`src/rtl/utf16_to_utf8_encoder_macros.svh`:
```
// Assertion macros shared by the encoder's RTL files.
`ifndef UTF16_TO_UTF8_ENCODER_MACROS_SVH
`define UTF16_TO_UTF8_ENCODER_MACROS_SVH

// Same-cycle implication under reset.
`define U2U8_ASSERT_IMP(label, clk, rst_n, ante, cons) \
    label: assert property (@(posedge clk) disable iff (!rst_n) (ante) |-> (cons)) \
        else $error("u2u8 same-cycle check failed");

// Next-cycle implication under reset.
`define U2U8_ASSERT_NXT(label, clk, rst_n, ante, cons) \
    label: assert property (@(posedge clk) disable iff (!rst_n) (ante) |=> (cons)) \
        else $error("u2u8 next-cycle check failed");

`endif

```
`src/rtl/u2u8_pkg.sv`:
```
// Types, constants and byte-forming functions for the UTF-16 to UTF-8 encoder.
package u2u8_pkg;

    localparam logic [15:0] HIGH_MIN    = 16'hD800;
    localparam logic [15:0] HIGH_MAX    = 16'hDBFF;
    localparam logic [15:0] LOW_MIN     = 16'hDC00;
    localparam logic [15:0] LOW_MAX     = 16'hDFFF;
    localparam logic [20:0] SUPP_BASE   = 21'h10000;
    localparam logic [20:0] REPL_CP     = 21'h0FFFD;
    localparam logic [20:0] LIM_1BYTE   = 21'h80;
    localparam logic [20:0] LIM_2BYTE   = 21'h800;
    localparam logic [7:0]  LEAD_2      = 8'hC0;
    localparam logic [7:0]  LEAD_3      = 8'hE0;
    localparam logic [7:0]  LEAD_4      = 8'hF0;
    localparam logic [7:0]  CONT        = 8'h80;

    localparam logic [2:0]  LEN_NONE    = 3'd0;
    localparam logic [2:0]  LEN_1       = 3'd1;
    localparam logic [2:0]  LEN_2       = 3'd2;
    localparam logic [2:0]  LEN_3       = 3'd3;
    localparam logic [2:0]  LEN_4       = 3'd4;

    localparam int QUEUE_DEPTH = 2;

    // One request of work for the back end.
    typedef struct packed {
        logic        pre;   // U+FFFD for a dropped high surrogate goes first
        logic [2:0]  len;   // bytes of cp, zero when none
        logic [20:0] cp;
        logic        last;  // request ends the string
    } entry_t;

    function automatic logic [2:0] cp_len(input logic [20:0] cp);
        logic [2:0] n;
        begin
            if (cp < LIM_1BYTE)
                n = LEN_1;
            else if (cp < LIM_2BYTE)
                n = LEN_2;
            else if (cp < SUPP_BASE)
                n = LEN_3;
            else
                n = LEN_4;
            return n;
        end
    endfunction

    function automatic logic [7:0] utf8_byte(input logic [20:0] cp,
                                            input logic [2:0]  len,
                                            input logic [1:0]  j);
        logic [7:0] b;
        begin
            b = CONT | {2'b00, cp[5:0]};
            unique case (len)
                LEN_1: b = {1'b0, cp[6:0]};
                LEN_2: b = (j == 2'd0) ? (LEAD_2 | {3'b000, cp[10:6]})
                                       : (CONT | {2'b00, cp[5:0]});
                LEN_3:
                begin
                    case (j)
                        2'd0:    b = LEAD_3 | {4'b0000, cp[15:12]};
                        2'd1:    b = CONT | {2'b00, cp[11:6]};
                        default: b = CONT | {2'b00, cp[5:0]};
                    endcase
                end
                LEN_4:
                begin
                    case (j)
                        2'd0:    b = LEAD_4 | {5'b00000, cp[20:18]};
                        2'd1:    b = CONT | {2'b00, cp[17:12]};
                        2'd2:    b = CONT | {2'b00, cp[11:6]};
                        default: b = CONT | {2'b00, cp[5:0]};
                    endcase
                end
                default: b = CONT | {2'b00, cp[5:0]};
            endcase
            return b;
        end
    endfunction

endpackage

```
`src/rtl/u2u8_front.sv`:
```
// Front end: takes code units, pairs surrogates and queues byte-forming requests.
module u2u8_front
(
    input  logic               clk,
    input  logic               rst_n,
    input  logic               s_tvalid,
    output logic               s_tready,
    input  logic [15:0]        s_tdata,   // [15:0] code_unit
    input  logic               s_tlast,   // last_unit
    input  logic               q_full,
    output logic               q_push,
    output u2u8_pkg::entry_t   q_wdata
);

    logic        pend_reg, pend_next;
    logic [9:0]  hbits_reg, hbits_next;
    logic        accept;
    logic        is_high, is_low;
    logic [20:0] pair_cp;

    assign s_tready = !q_full;
    assign accept   = s_tvalid && s_tready;
    assign is_high  = (s_tdata >= u2u8_pkg::HIGH_MIN) && (s_tdata <= u2u8_pkg::HIGH_MAX);
    assign is_low   = (s_tdata >= u2u8_pkg::LOW_MIN) && (s_tdata <= u2u8_pkg::LOW_MAX);
    assign pair_cp  = u2u8_pkg::SUPP_BASE + {1'b0, hbits_reg, s_tdata[9:0]};

    always_comb
    begin
        q_wdata.pre  = pend_reg && !is_low;
        q_wdata.last = s_tlast;
        q_wdata.cp   = {5'b00000, s_tdata};
        q_wdata.len  = u2u8_pkg::cp_len({5'b00000, s_tdata});
        if (pend_reg && is_low)
        begin
            q_wdata.cp  = pair_cp;
            q_wdata.len = u2u8_pkg::LEN_4;
        end
        else if (is_high && !s_tlast)
        begin
            q_wdata.len = u2u8_pkg::LEN_NONE;
        end
        else if (is_high || is_low)
        begin
            q_wdata.cp  = u2u8_pkg::REPL_CP;
            q_wdata.len = u2u8_pkg::LEN_3;
        end
        q_push = accept && (q_wdata.pre || (q_wdata.len != u2u8_pkg::LEN_NONE));

        pend_next  = pend_reg;
        hbits_next = hbits_reg;
        if (accept)
        begin
            pend_next  = is_high && !s_tlast;
            hbits_next = s_tdata[9:0];
        end
    end

    always_ff @(posedge clk or negedge rst_n)
    begin
        if (!rst_n)
        begin
            pend_reg  <= 1'b0;
            hbits_reg <= '0;
        end
        else
        begin
            pend_reg  <= pend_next;
            hbits_reg <= hbits_next;
        end
    end

endmodule

```
`src/rtl/u2u8_queue.sv`:
```
// Request queue between the front and back ends.
`include "utf16_to_utf8_encoder_macros.svh"

module u2u8_queue
#(
    parameter int QUEUE_DEPTH = u2u8_pkg::QUEUE_DEPTH
)
(
    input  logic               clk,
    input  logic               rst_n,
    input  logic               push,
    input  u2u8_pkg::entry_t   wdata,
    output logic               full,
    input  logic               pop,
    output logic               rvalid,
    output u2u8_pkg::entry_t   rdata
);

    localparam int PTR_W = (QUEUE_DEPTH > 1) ? $clog2(QUEUE_DEPTH) : 1;
    localparam int CNT_W = $clog2(QUEUE_DEPTH + 1);
    localparam logic [PTR_W-1:0] PTR_LAST = PTR_W'(QUEUE_DEPTH - 1);
    localparam logic [CNT_W-1:0] CNT_FULL = CNT_W'(QUEUE_DEPTH);

    u2u8_pkg::entry_t mem [QUEUE_DEPTH];
    logic [PTR_W-1:0] wptr_reg, wptr_next;
    logic [PTR_W-1:0] rptr_reg, rptr_next;
    logic [CNT_W-1:0] count_reg, count_next;

    assign full   = (count_reg == CNT_FULL);
    assign rvalid = (count_reg != '0);
    assign rdata  = mem[rptr_reg];

    always_comb
    begin
        wptr_next  = wptr_reg;
        rptr_next  = rptr_reg;
        count_next = count_reg;
        if (push)
            wptr_next = (wptr_reg == PTR_LAST) ? '0 : wptr_reg + 1'b1;
        if (pop)
            rptr_next = (rptr_reg == PTR_LAST) ? '0 : rptr_reg + 1'b1;
        if (push && !pop)
            count_next = count_reg + 1'b1;
        else if (pop && !push)
            count_next = count_reg - 1'b1;
    end

    always_ff @(posedge clk)
    begin
        if (push)
            mem[wptr_reg] <= wdata;
    end

    always_ff @(posedge clk or negedge rst_n)
    begin
        if (!rst_n)
        begin
            wptr_reg  <= '0;
            rptr_reg  <= '0;
            count_reg <= '0;
        end
        else
        begin
            wptr_reg  <= wptr_next;
            rptr_reg  <= rptr_next;
            count_reg <= count_next;
        end
    end

    `U2U8_ASSERT_IMP(a_no_overflow, clk, rst_n, full, !push)
    `U2U8_ASSERT_IMP(a_no_underflow, clk, rst_n, !rvalid, !pop)
    `U2U8_ASSERT_NXT(a_count_up, clk, rst_n, push && !pop, count_reg == $past(count_reg) + 1'b1)

endmodule

```
`src/rtl/u2u8_back.sv`:
```
// Back end: turns queued requests into UTF-8 bytes behind an output register.
`include "utf16_to_utf8_encoder_macros.svh"

module u2u8_back
(
    input  logic               clk,
    input  logic               rst_n,
    input  logic               q_valid,
    input  u2u8_pkg::entry_t   q_rdata,
    output logic               q_pop,
    output logic               m_tvalid,
    input  logic               m_tready,
    output logic [7:0]         m_tdata,   // [7:0] out_byte
    output logic               m_tlast,   // run_last
    output logic               m_tuser    // string_end
);

    logic             busy_reg, busy_next;
    u2u8_pkg::entry_t ent_reg, ent_next;
    logic [2:0]       idx_reg, idx_next;
    logic             mval_reg, mval_next;
    logic [7:0]       byte_reg, byte_next;
    logic             rlast_reg, rlast_next;
    logic             send_reg, send_next;

    logic             load;
    logic [2:0]       pre_n, total, j;
    logic             last_byte;
    logic [7:0]       cur_byte;

    assign pre_n     = ent_reg.pre ? 3'd3 : 3'd0;
    assign total     = pre_n + ent_reg.len;
    assign last_byte = (idx_reg == total - 3'd1);
    assign j         = idx_reg - pre_n;
    assign load      = !mval_reg || m_tready;

    always_comb
    begin
        if (ent_reg.pre && (idx_reg < 3'd3))
            cur_byte = u2u8_pkg::utf8_byte(u2u8_pkg::REPL_CP, u2u8_pkg::LEN_3, idx_reg[1:0]);
        else
            cur_byte = u2u8_pkg::utf8_byte(ent_reg.cp, ent_reg.len, j[1:0]);
    end

    always_comb
    begin
        q_pop      = 1'b0;
        busy_next  = busy_reg;
        ent_next   = ent_reg;
        idx_next   = idx_reg;
        mval_next  = mval_reg && !m_tready;
        byte_next  = byte_reg;
        rlast_next = rlast_reg;
        send_next  = send_reg;
        if (busy_reg && load)
        begin
            mval_next  = 1'b1;
            byte_next  = cur_byte;
            rlast_next = last_byte;
            send_next  = last_byte && ent_reg.last;
            if (last_byte)
            begin
                idx_next  = '0;
                busy_next = q_valid;
                if (q_valid)
                begin
                    q_pop    = 1'b1;
                    ent_next = q_rdata;
                end
            end
            else
            begin
                idx_next = idx_reg + 3'd1;
            end
        end
        else if (!busy_reg && q_valid)
        begin
            q_pop     = 1'b1;
            busy_next = 1'b1;
            ent_next  = q_rdata;
            idx_next  = '0;
        end
    end

    always_ff @(posedge clk or negedge rst_n)
    begin
        if (!rst_n)
        begin
            busy_reg <= 1'b0;
            mval_reg <= 1'b0;
            idx_reg  <= '0;
        end
        else
        begin
            busy_reg <= busy_next;
            mval_reg <= mval_next;
            idx_reg  <= idx_next;
        end
    end

    always_ff @(posedge clk)
    begin
        ent_reg   <= ent_next;
        byte_reg  <= byte_next;
        rlast_reg <= rlast_next;
        send_reg  <= send_next;
    end

    assign m_tvalid = mval_reg;
    assign m_tdata  = byte_reg;
    assign m_tlast  = rlast_reg;
    assign m_tuser  = send_reg;

    `U2U8_ASSERT_IMP(a_end_on_last, clk, rst_n, m_tvalid && m_tuser, m_tlast)
    `U2U8_ASSERT_IMP(a_idx_in_run, clk, rst_n, busy_reg, idx_reg < total)
    `U2U8_ASSERT_IMP(a_pop_when_free, clk, rst_n, q_pop, !busy_reg || (load && last_byte))

endmodule

```
`src/rtl/utf16_to_utf8_encoder.sv`:
```
// Path: each request is queued, loaded by the back end, then sent via its output register.
// Throughput: one byte per cycle while m_tready is high and requests wait; a unit yields
// 0 to 6 bytes; the rate is set by the single byte-wide output register of the back end.
// Input is taken whenever the request queue between front and back ends has room.
// Reset (rst_n low, asynchronous) drops any held high surrogate and empties queue and output.
// Top level: streaming UTF-16 to UTF-8 encoder.
module utf16_to_utf8_encoder
#(
    parameter int QUEUE_DEPTH = u2u8_pkg::QUEUE_DEPTH
)
(
    input  logic        clk,
    input  logic        rst_n,
    input  logic        s_tvalid,
    output logic        s_tready,
    input  logic [15:0] s_tdata,   // [15:0] code_unit
    input  logic        s_tlast,   // last_unit
    output logic        m_tvalid,
    input  logic        m_tready,
    output logic [7:0]  m_tdata,   // [7:0] out_byte
    output logic        m_tlast,   // run_last
    output logic        m_tuser    // string_end
);

    logic             q_full, q_push, q_valid, q_pop;
    u2u8_pkg::entry_t q_wdata, q_rdata;

    u2u8_front u_front
    (
        .clk      (clk),
        .rst_n    (rst_n),
        .s_tvalid (s_tvalid),
        .s_tready (s_tready),
        .s_tdata  (s_tdata),
        .s_tlast  (s_tlast),
        .q_full   (q_full),
        .q_push   (q_push),
        .q_wdata  (q_wdata)
    );

    u2u8_queue #(.QUEUE_DEPTH(QUEUE_DEPTH)) u_queue
    (
        .clk    (clk),
        .rst_n  (rst_n),
        .push   (q_push),
        .wdata  (q_wdata),
        .full   (q_full),
        .pop    (q_pop),
        .rvalid (q_valid),
        .rdata  (q_rdata)
    );

    u2u8_back u_back
    (
        .clk      (clk),
        .rst_n    (rst_n),
        .q_valid  (q_valid),
        .q_rdata  (q_rdata),
        .q_pop    (q_pop),
        .m_tvalid (m_tvalid),
        .m_tready (m_tready),
        .m_tdata  (m_tdata),
        .m_tlast  (m_tlast),
        .m_tuser  (m_tuser)
    );

endmodule
```
`config.mk`:
```
export PLATFORM = sky130hd
export DESIGN_NAME = utf16_to_utf8_encoder
export DESIGN_NICKNAME = d
export VERILOG_FILES = /design/src/rtl/u2u8_pkg.sv /design/src/rtl/u2u8_front.sv /design/src/rtl/u2u8_queue.sv /design/src/rtl/u2u8_back.sv /design/src/rtl/utf16_to_utf8_encoder.sv
export VERILOG_INCLUDE_DIRS = /design/src /design/src/rtl
export SDC_FILE = /design/constraint.sdc
export NUM_CORES = 1
export LEC_CHECK = 0
export BUFFER_PORTS_ARGS = -buffer_cell sky130_fd_sc_hd__buf_2
export CELL_PAD_IN_SITES_DETAIL_PLACEMENT = 1
export CELL_PAD_IN_SITES_GLOBAL_PLACEMENT = 1
export CORE_MARGIN = 5
export CORE_UTILIZATION = 38
export CTS_CLUSTER_SIZE = 14
export DETAILED_ROUTE_END_ITERATION = 10
export MAX_ROUTING_LAYER = met4
export PLACE_DENSITY = 0.77
export RECOVER_POWER = 25
export SYNTH_ARGS = -nofsm -noshare
export SYNTH_HDL_FRONTEND = slang
export SYNTH_SLANG_ARGS = --single-unit
```
`constraint.sdc`:
```
create_clock -name clk -period 3.1 [get_ports clk]
set_clock_uncertainty 0.1 [all_clocks]
set_input_delay 0.62 -clock clk [delete_from_list [all_inputs] [get_ports clk]]
set_output_delay 0.62 -clock clk [all_outputs]
set_load 0.02 [all_outputs]
```
==> Yosys cells after proc, flatten, opt, wreduce, memory -nomap -nowiden <==
Memory sizes are Yosys's and may differ from the RTL's.
Cells that the tools add are included.
{ "word_totals": {"register_bits": 56, "ram_bits": 52, "inputBits": 21, "output_inout_bits": 12, "word_cells": 110, "n_memories": 1} }
{ "op_classes": {"add_sub_neg": 9, "n_lt_le_gt_ge": 7, "n_eq_ne": 11, "mux": 34, "n_reduce_logical": 33} }
{ "memory_table": {"columns": ["memory", "depth", "width", "read_ports", "rd_ports_with_merged_regs", "write_ports", "line_no", "rtl"], "rows": [
  ["u_queue.mem", 2, 26, 1, 0, 1, "u2u8_queue.sv:24", "u2u8_pkg::entry_t mem [QUEUE_DEPTH];"]
]} }
{ "ops": {"columns": ["operator", "count"], "rows": [
  ["two-way mux 26 bit", 4],
  ["two-way mux 24 bit", 2],
  ["greater-or-equal comparator 16 bit, second input constant", 2],
  ["less-or-equal comparator 16 bit, second input constant", 2],
  ["case mux 8 bit (4 select lines)", 1],
  ["case mux 7 bit (2 select lines)", 2],
  ["adder 17 x 20 -> 21 bit, first input constant", 1],
  ["two-way mux 21 bit", 1],
  ["case mux 7 bit (3 select lines)", 1],
  ["less-than comparator 16 x 12 -> 1 bit, second input constant", 1],
  ["less-than comparator 16 x 8 -> 1 bit, second input constant", 1],
  ["logical AND 1 bit", 14],
  ["two-way mux 1 bit", 13],
  ["two-way mux 3 bit", 4],
  ["logical NOT 1 bit", 8],
  ["two-way mux 2 bit", 4],
  ["two-way mux 8 bit", 1],
  ["two-way mux 7 bit", 1],
  ["equality test 3 x 2 -> 1 bit, second input constant", 2],
  ["nonzero test 2 bit", 3],
  ["equality test 2 x 1 -> 1 bit, second input constant", 2],
  ["equality test 2 bit, second input constant", 2],
  ["logical NOT 2 bit", 2],
  ["inequality test 2 x 1 -> 1 bit, second input constant", 2],
  ["15 further kinds", 18]
]} }

==> Longest topological paths before layout <==
Gate-level depths: netlist of the first run.
{ "depth": {"depth_word": 13, "mapped_depth": 13, "depth_no_buf": 12} }

==> Modules after synthesis <==
From an unflattened synthesis of the first run, not the netlist that was laid out.
{ "hier_totals": {"cells_unflattened": 358, "hier_area_um2": 5072.4} }
{ "modules_own_cells": {"columns": ["module", "instances", "cells_each", "area_each_um2"], "rows": [
  ["u2u8_queue", 1, 97, 2165.8],
  ["u2u8_back", 1, 178, 2133.3],
  ["u2u8_front", 1, 83, 773.2]
]} }

==> Worst setup path before layout of the first run <==
Ideal clock, no wire load.
{ "synth_path": {"path_kind": "flip-flop to flip-flop", "startpoint": "register u_back.ent_reg[25] (netlist bit)", "endpoint": "register u_back.ent_reg[0] (netlist bit), enable pin", "setup_time_ns": 0.412, "t_arrival_ns": 2.907, "required_time_ns": 2.588, "setup_slack_ns": -0.319, "stages_incl_launch_ff": 9, "synth_period_minus_slack_ns": 3.419, "cell_sequence": "edfxtp_1 -> inv_1 -> ha_1 -> inv_1 -> ha_1 -> xor2_1 -> xnor2_1 -> o31ai_1 -> nor2b_1"} }
{ "synth_via": {"elab_chain_cells": 6} }
{ "synth_rtl": {"columns": ["element", "line_no", "rtl"], "rows": [
  ["start, declared", "u2u8_back.sv:19", "u2u8_pkg::entry_t ent_reg, ent_next;"],
  ["start signal, assigned", "u2u8_back.sv:103", "ent_reg <= ent_next;"],
  ["two-way mux 2 bit", "u2u8_back.sv:31", "assign pre_n = ent_reg.pre ? 3'd3 : 3'd0;"],
  ["adder 3 bit", "u2u8_back.sv:32", "assign total = pre_n + ent_reg.len;"],
  ["subtractor 3 x 1 -> 3 bit", "u2u8_back.sv:33", "assign last_byte = (idx_reg == total - 3'd1);"],
  ["equality test 3 bit", "u2u8_back.sv:33", null],
  ["inequality test 2 x 1 -> 1 bit (no line)", null, null],
  ["AND reduction 3 bit (no line)", null, null]
]} }
No other way between the ends.
A chain may end at the register's enable or synchronous reset.

==> Worst setup path after layout of the first run <==
{ "layout_path": {"startpoint": "register u_back.ent_reg[25] (netlist bit)", "endpoint": "register u_queue.count_reg[1]"} }
{ "layout_via": {"elab_chain_cells": 9, "word_cells_on_any_way": 11, "cone_classes": "add/sub (2); eq/ne (1); mux (4); reduce/logical (4)"} }
{ "layout_rtl": {"columns": ["element", "line_no", "rtl"], "rows": [
  ["two-way mux 2 bit (*)", "u2u8_back.sv:31", null],
  ["adder 3 bit (*)", "u2u8_back.sv:32", null],
  ["subtractor 3 x 1 -> 3 bit (*)", "u2u8_back.sv:33", null],
  ["equality test 3 bit (*)", "u2u8_back.sv:33", null],
  ["two-way mux 1 bit (*)", "u2u8_back.sv:61", "if (last_byte)"],
  ["two-way mux 1 bit (*)", "u2u8_back.sv:55", "if (busy_reg && load)"],
  ["logical NOT 1 bit", "u2u8_queue.sv:42", "if (push && !pop)"],
  ["logical AND 1 bit", "u2u8_queue.sv:42", null],
  ["two-way mux 2 bit or nonzero test 2 bit (tied branches)", null, null],
  ["end signal, assigned", "u2u8_queue.sv:66", "count_reg <= count_next;"],
  ["end, declared", "u2u8_queue.sv:27", "logic [CNT_W-1:0] count_reg, count_next;"]
]} }
Mark *: on every way between the ends. The rest lies on a longest branch, timed or not.

==> results of run 1 <==
per-stage QoR:
stage               util [%]  hold slack (ns)
floorplan                  -           0.2244
global placement       41.73           0.3889
detailed placement     41.73           0.3945
CTS                    44.29           0.1295
global route           44.19           0.4072
finish                 44.19           0.3733
cells by family (layout without fill, tap and decap cells):
family,count (synthesis),after routing
adder cells (fa/ha/maj),10,10
buffers and inverters,30,73
AND/OR/NAND/NOR,81,81
multiplexers,44,44
flip-flops,108,108
AO/OA/AOI/OAI,59,59
XOR/XNOR,13,13
layout by cell type, fill, tap and decap left out, drive strengths merged, types with 9 or more instances in the layout:
cell type,Yosys,routed
or2,9,9
buf,9,35
dfrtp,20,20
nor2,16,16
ha,10,10
edfxtp,88,88
o21ai,10,10
inv,16,18
clkbuf,5,16
mux2,41,41
nand2,13,13
cell type report:
| type | count | area share [%] |
|---|---|---|
| repair buffers | 41 | 4.067 |
| well taps | 172 | 3.844 |
| clock inverters | 6 | 1.698 |
| multi-input cells | 207 | 29.09 |
| inverters | 16 | 1.073 |
| flip-flops and latches | 108 | 56.13 |
| clock buffers | 10 | 4.089 |
worst paths after layout:
path / endpoint / slack [ns] / startpoint
max: u_queue.count_reg[1] / 0.21 / u_back.ent_reg[25]
min: u_front.hbits_reg[6] / 0.37 / rst_n
max reg2reg: u_queue.count_reg[1] / 0.21 / u_back.ent_reg[25]
min reg2reg: u_front.hbits_reg[5] / 0.42 / u_front.hbits_reg[5]
max in group asynchronous: u_back.idx_reg[1] / 1.84 / rst_n
min in group clk: u_front.hbits_reg[5] / 0.42 / u_front.hbits_reg[5]
power by group:
group | switching [W] | internal (W) | total [W]
clock | 0.000519 | 0.000717 | 0.00124
sequential | 0.000240 | 0.00217 | 0.00241
combinational | 0.00127 | 0.000882 | 0.00215
total | 0.00203 | 0.00377 | 0.00579
routing by layer:
layer | part of all wire (%) | routed length, um | global-route usage (%)
met4 | 1.9 | 189 | 5.536
met1 | 46 | 4562 | 18.20
met2 | 49 | 4859 | 23.18
met5 | 0 | 0 | -
met3 | 3.2 | 316 | 2.770
==> results.md, run 1 <==
* CP Cell Sequence: inv_1 > ha_1 > inv_1 > ha_1 > xor2_1 > xnor2_1 > o31ai_1 > o21ai_0 > ha_1 > xor2_1 > nor2_1 > xor2_1
* Final total power at 0.005792 W
* Critical path arrival at 3.06 ns
* Reg2Reg Depth at 12
* Synth warnings at 0
* CTS tree: built
* Register area at 3143 um^2
* Syn_nets at 376
* Area of the multi-input gates at 1629 um^2
* Largest family of logic cells by synthesized area: multiplexers
* Overall Global Routing Usage at 14.44%
* Min Clock Period, post-route at 2.894 ns
* Endpoint type of the worst setup path: register
* Post-Syn Area per Cell at 14.23 um^2
* Drt total wl at about 9900 um
* Synth-to-layout area growth at 14.01%
* Distinct cell type count after synthesis at 50
* Maxcap violations at 1
* Final instance area at 5599 um^2
* Cells after Synth at 345
* # clock sinks at 108
* Setup ws final at 0.2063 ns
* DP Wirelength at roughly 7300 um
* Yosys top cell area share at 53.81%
* Antenna diodes at 0
* Fmax at 345.6 MHz
* RSZ-0062 raised after global routing: no
* Layout net count at 414
* Required @ worst endpoint at 3.27 ns
* Leak at 2.011 nW
* Setup Fix Bufs, Post-CTS at 0
* Period utilisation layout at 93.34%
* Status: finished, violations left
* Slew @ Worst Pin at about 1.5 ns
* Count leader, synth: edfxtp_1
* Worst path top cell family by delay: adder cells
* Global-route wire length before repair at ~16000 um
* CTS max path bufs at 2
* Synth Area in Simple Gates at 8.815%
* Cells after DPL at 544
* Synth cell count leaders: edfxtp_1, mux2_2, dfrtp_1
* Post-Synth Adder-Cell Area at 2.548%
* Fin cells at 560
* CTS Hold Bufs at 0
* Critical path depth at 12
* RD Place Congestion at around 0.82
* Post-synthesis mux area share at 10.01%
* Crit path buffers/inverters at 2
* Slowest CP cell: edfxtp_1
* Crit Path Category: register to register
* Initial Util at 38.76%
* Port Buf Inserts at 32
* H-Tree Depth at 3
* Number of global-route vias before repair at 3059
* Area leader, netlist: edfxtp_1
* Failing checks: capacitance limit, slew limit
* Post-synth EDFFs at 88
* Die W at between 100 and 150 um
* WL/cell at 17.73 um
* Max FFs per register at 52
* Vias/cell at around 5.1
* Register area share after synthesis at 64.00%
* Via count at 2865
* Slew headroom at -1.845%
* Layout cells sized above 1 at between 20% and 30%
* Pin count of the biggest net entering global routing at 29
* Initial antenna violation count at 0
* Worst slack at placement at 0.1481 ns
* Worst vdd ir at 0.3865 mV
* Core region area at 12670 um^2
* Drt first pass iters at 4
* Synth area leaders: edfxtp_1, dfrtp_1, mux2_2
* Final setup fails at 0
* Hold Crit Class: input pin to asynchronous set/reset pin
* Post-cts sizing count at 0
* CTS Buf Count at 9
* Primary FF master, synth: edfxtp_1
* Final Hold Vio Count at 0
* Slowest Stage Delay on Critical Path at 0.48 ns
* Clock slew at reported path FFs at roughly 0.070 ns
* FP Rows at 41
* Remaining antenna violation count at 0
* Mapped Area at 4911 um^2
* Die Y at 123.7 um
* Setup TNS at 0 ns
* Clock root cell: clkbuf_16
* Crit start category: register
* Compound-Gate Fraction of Synth Area at 8.739%
* Post-Synth XOR/XNOR Area at 2.955%
* Async set-reset flop share out of synthesis at 18.52%
* I/O pins at 33
* Clock latency on the worst-skew pair at 0.35 ns
* Final max-slew violation count at 29
* Power Dens Cells at 1034 nW/um^2
* GR Overflow Total at 0
* Die ar. at 15300 um^2
* FILL cells at between 1000 and 1500
* Synth Register Bits at 108
* Drc violations at 0
* Placed cell area at 5288 um^2
* DR iter-0 viols at 129
* Max FO, Critical Path at 7
Note: power is estimated with default switching activity, not from simulation.
==> run 2: changes to the inputs <==
Settings changed: PLACE_DENSITY 0.77 to 0.75.
Clock period 3.1 ns to 3.07 ns, I/O delays scaled along.
==> results.md, run 2 (synthesized netlist as in run 1, its figures left out) <==
* Met3 WL at 327 um
* Core region area at 12670 um^2
* CP Cell Sequence: inv_1 > ha_1 > inv_1 > ha_1 > xnor2_1 > nand2_1 > o31ai_2 > o21ai_0 > ha_1 > xor2_1 > nor2_1 > xor2_1
* Drt total wl at 9917 um
* Leak at 1.992 nW
* Period utilisation layout at 86.88%
* Most frequent cells in the layout: edfxtp_1, mux2_2, buf_2
* Slowest Stage Delay on Critical Path at 0.36 ns
* Layout cells sized above 1 at 26.85%
* Number of global-route vias before repair at 3051
* Clock slew at reported path FFs at 0.07 ns
* Required @ worst endpoint at 3.25 ns
* Global-route wire length before repair at 15830 um
* DR iter-0 viols at 155
* Final Hold Vio Count at 0
* Final total power at ~0.0057 W
* Final instance area at ~5600 um^2
* Final setup fails at 0
* Antenna diodes at 0
* CTS Buf Count at 9
* Slew headroom at a little over 20%
* Initial Util at 38.76%
* H-Tree Depth at 3
* Pin count of the biggest net entering global routing at 27
* I/O pins at 33
* Max FFs per register at 52
* # clock sinks at 108
* Final max-slew violation count at 0
* Layout net count at 417
* Port Buf Inserts at 32
* Min Clock Period, post-route at 2.667 ns
* Area of the multi-input gates at about 1600 um^2
* Synth-to-layout area growth at 13.50%
* Die ar. at 15300 um^2
* Vias/cell at 5.133
* Top Metal Used: met4
* Maxcap violations at 0
* Power Dens Cells at 1030 nW/um^2
* RD Place Congestion at 0.8514
* GR Overflow Total at 0
* FP Rows at 41
* Slowest CP cell: edfxtp_1
* Crit path buffers/inverters at 2
* Endpoint type of the worst setup path: register
* CTS max path bufs at 2
* WL/cell at between 15 and 20 um
* Register area at between 3000 and 4000 um^2
* Worst vdd ir at about 0.40 mV
* Max FO, Critical Path at 7
* Worst path top cell family by delay: adder cells
* FF-to-FF Start: u_back.ent_reg[25]
* Setup TNS at 0 ns
* Fmax at between 300 and 400 MHz
* Crit Path Category: register to register
* Status: completed
* Drt first pass iters at 4
* Worst Setup SP: u_back.ent_reg[25]
* Hold Crit Class: input pin to asynchronous set/reset pin
* Initial antenna violation count at 0
* FILL cells at 1325
* DP Wirelength at 7337 um
* Clock root cell: clkbuf_16
* Drc violations at 0
* RSZ-0062 raised after global routing: no
* CTS Hold Bufs at 0
* Slew @ Worst Pin at 1.192 ns
* Critical path arrival at 2.85 ns
* Clock latency on the worst-skew pair at 0.36 ns
* Final core utilization at a little over two fifths
* Via count at between 2000 and 3000
* Cells after DPL at 546
* Placed cell area at ~5300 um^2
* CP most frequent cell: ha_1
* Crit start category: register
* Metal-1 WL at 4410 um
* Fin cells at 563
* Overall Global Routing Usage at 14.44%
* Commonest non-fill, non-tap cell in the layout: edfxtp_1
* Remaining antenna violation count at 0
* Die W at about 120 um
* CTS tree: built
* Routed met2 length at 4859 um
* Die Y at 123.7 um
[run 2: cell count changes in the layout (fill, tap and decap cells not counted)]
cell / previous run / this run
clkbuf_1: 7 / 12
clkinv_4: 0 / 2
o31ai_1: 2 / 1
buf_4: 6 / 9
mux2_1: 11 / 0
bufinv_16: 2 / 0
clkinv_2: 0 / 1
o31ai_2: 0 / 1
buf_2: 28 / 23
mux2_2: 30 / 41
inv_6: 1 / 0
[run 2: final cells by class]
class                   count  area share, %
inverters                  16          1.077
multi-input cells         207          29.32
well taps                 172          3.861
repair buffers             44          4.377
clock inverters             6         0.8754
clock buffers              10          4.108
flip-flops and latches    108          56.39
[run 2: metrics by stage]
stage               hold slack, ns  setup slack (ns)
finish                      0.3821            0.4027
global route                0.3882            0.1574
CTS                         0.1209           0.09880
detailed placement          0.3943            0.1100
global placement            0.3881            0.3362
floorplan                   0.2184            0.1248
[run 2: worst register-to-register path: stages (launching register included)]
cell and delay, ns:
edfxtp_1 0.36, inv_1 0.07, ha_1 0.27, inv_1 0.04, ha_1 0.30, xnor2_1 0.13, nand2_1 0.17, o31ai_2 0.31
o21ai_0 0.18, ha_1 0.25, xor2_1 0.14, nor2_1 0.12, xor2_1 0.15
[run 2: final timing paths]
check                           slack, ns  depth (start not counted)                   end
worst max-delay path                 0.40                         12  u_queue.count_reg[1]
worst min-delay path                 0.38                          1  u_front.hbits_reg[2]
worst max register to register       0.40                         12  u_queue.count_reg[1]
worst min register to register       0.41                          1  u_front.hbits_reg[1]
max in group asynchronous            1.78                          1     u_back.idx_reg[1]
min in group clk                     0.40                          2  u_front.hbits_reg[5]
[run 2: report_power, final]
| part | internal (W) | switching (W) | total (W) |
|---|---|---|---|
| Clock | 0.000557 | 0.000529 | 0.00109 |
| Combinational | 0.000942 | 0.00125 | 0.00219 |
| Sequential | 0.00219 | 0.000277 | 0.00246 |
| Total | 0.00369 | 0.00205 | 0.00574 |
[run 2: routing by layer]
layer	up-vias	GRT usage, %
met2	55	22.51
li1	1382	-
met4	0	7.889
met1	1431	17.53
met5	-	-
met3	22	3.179
[run 2: repair_timing]
item                       CTS  global route
setup buffers                0             1
setup endpoints to repair    0             1
resized for setup            0             1
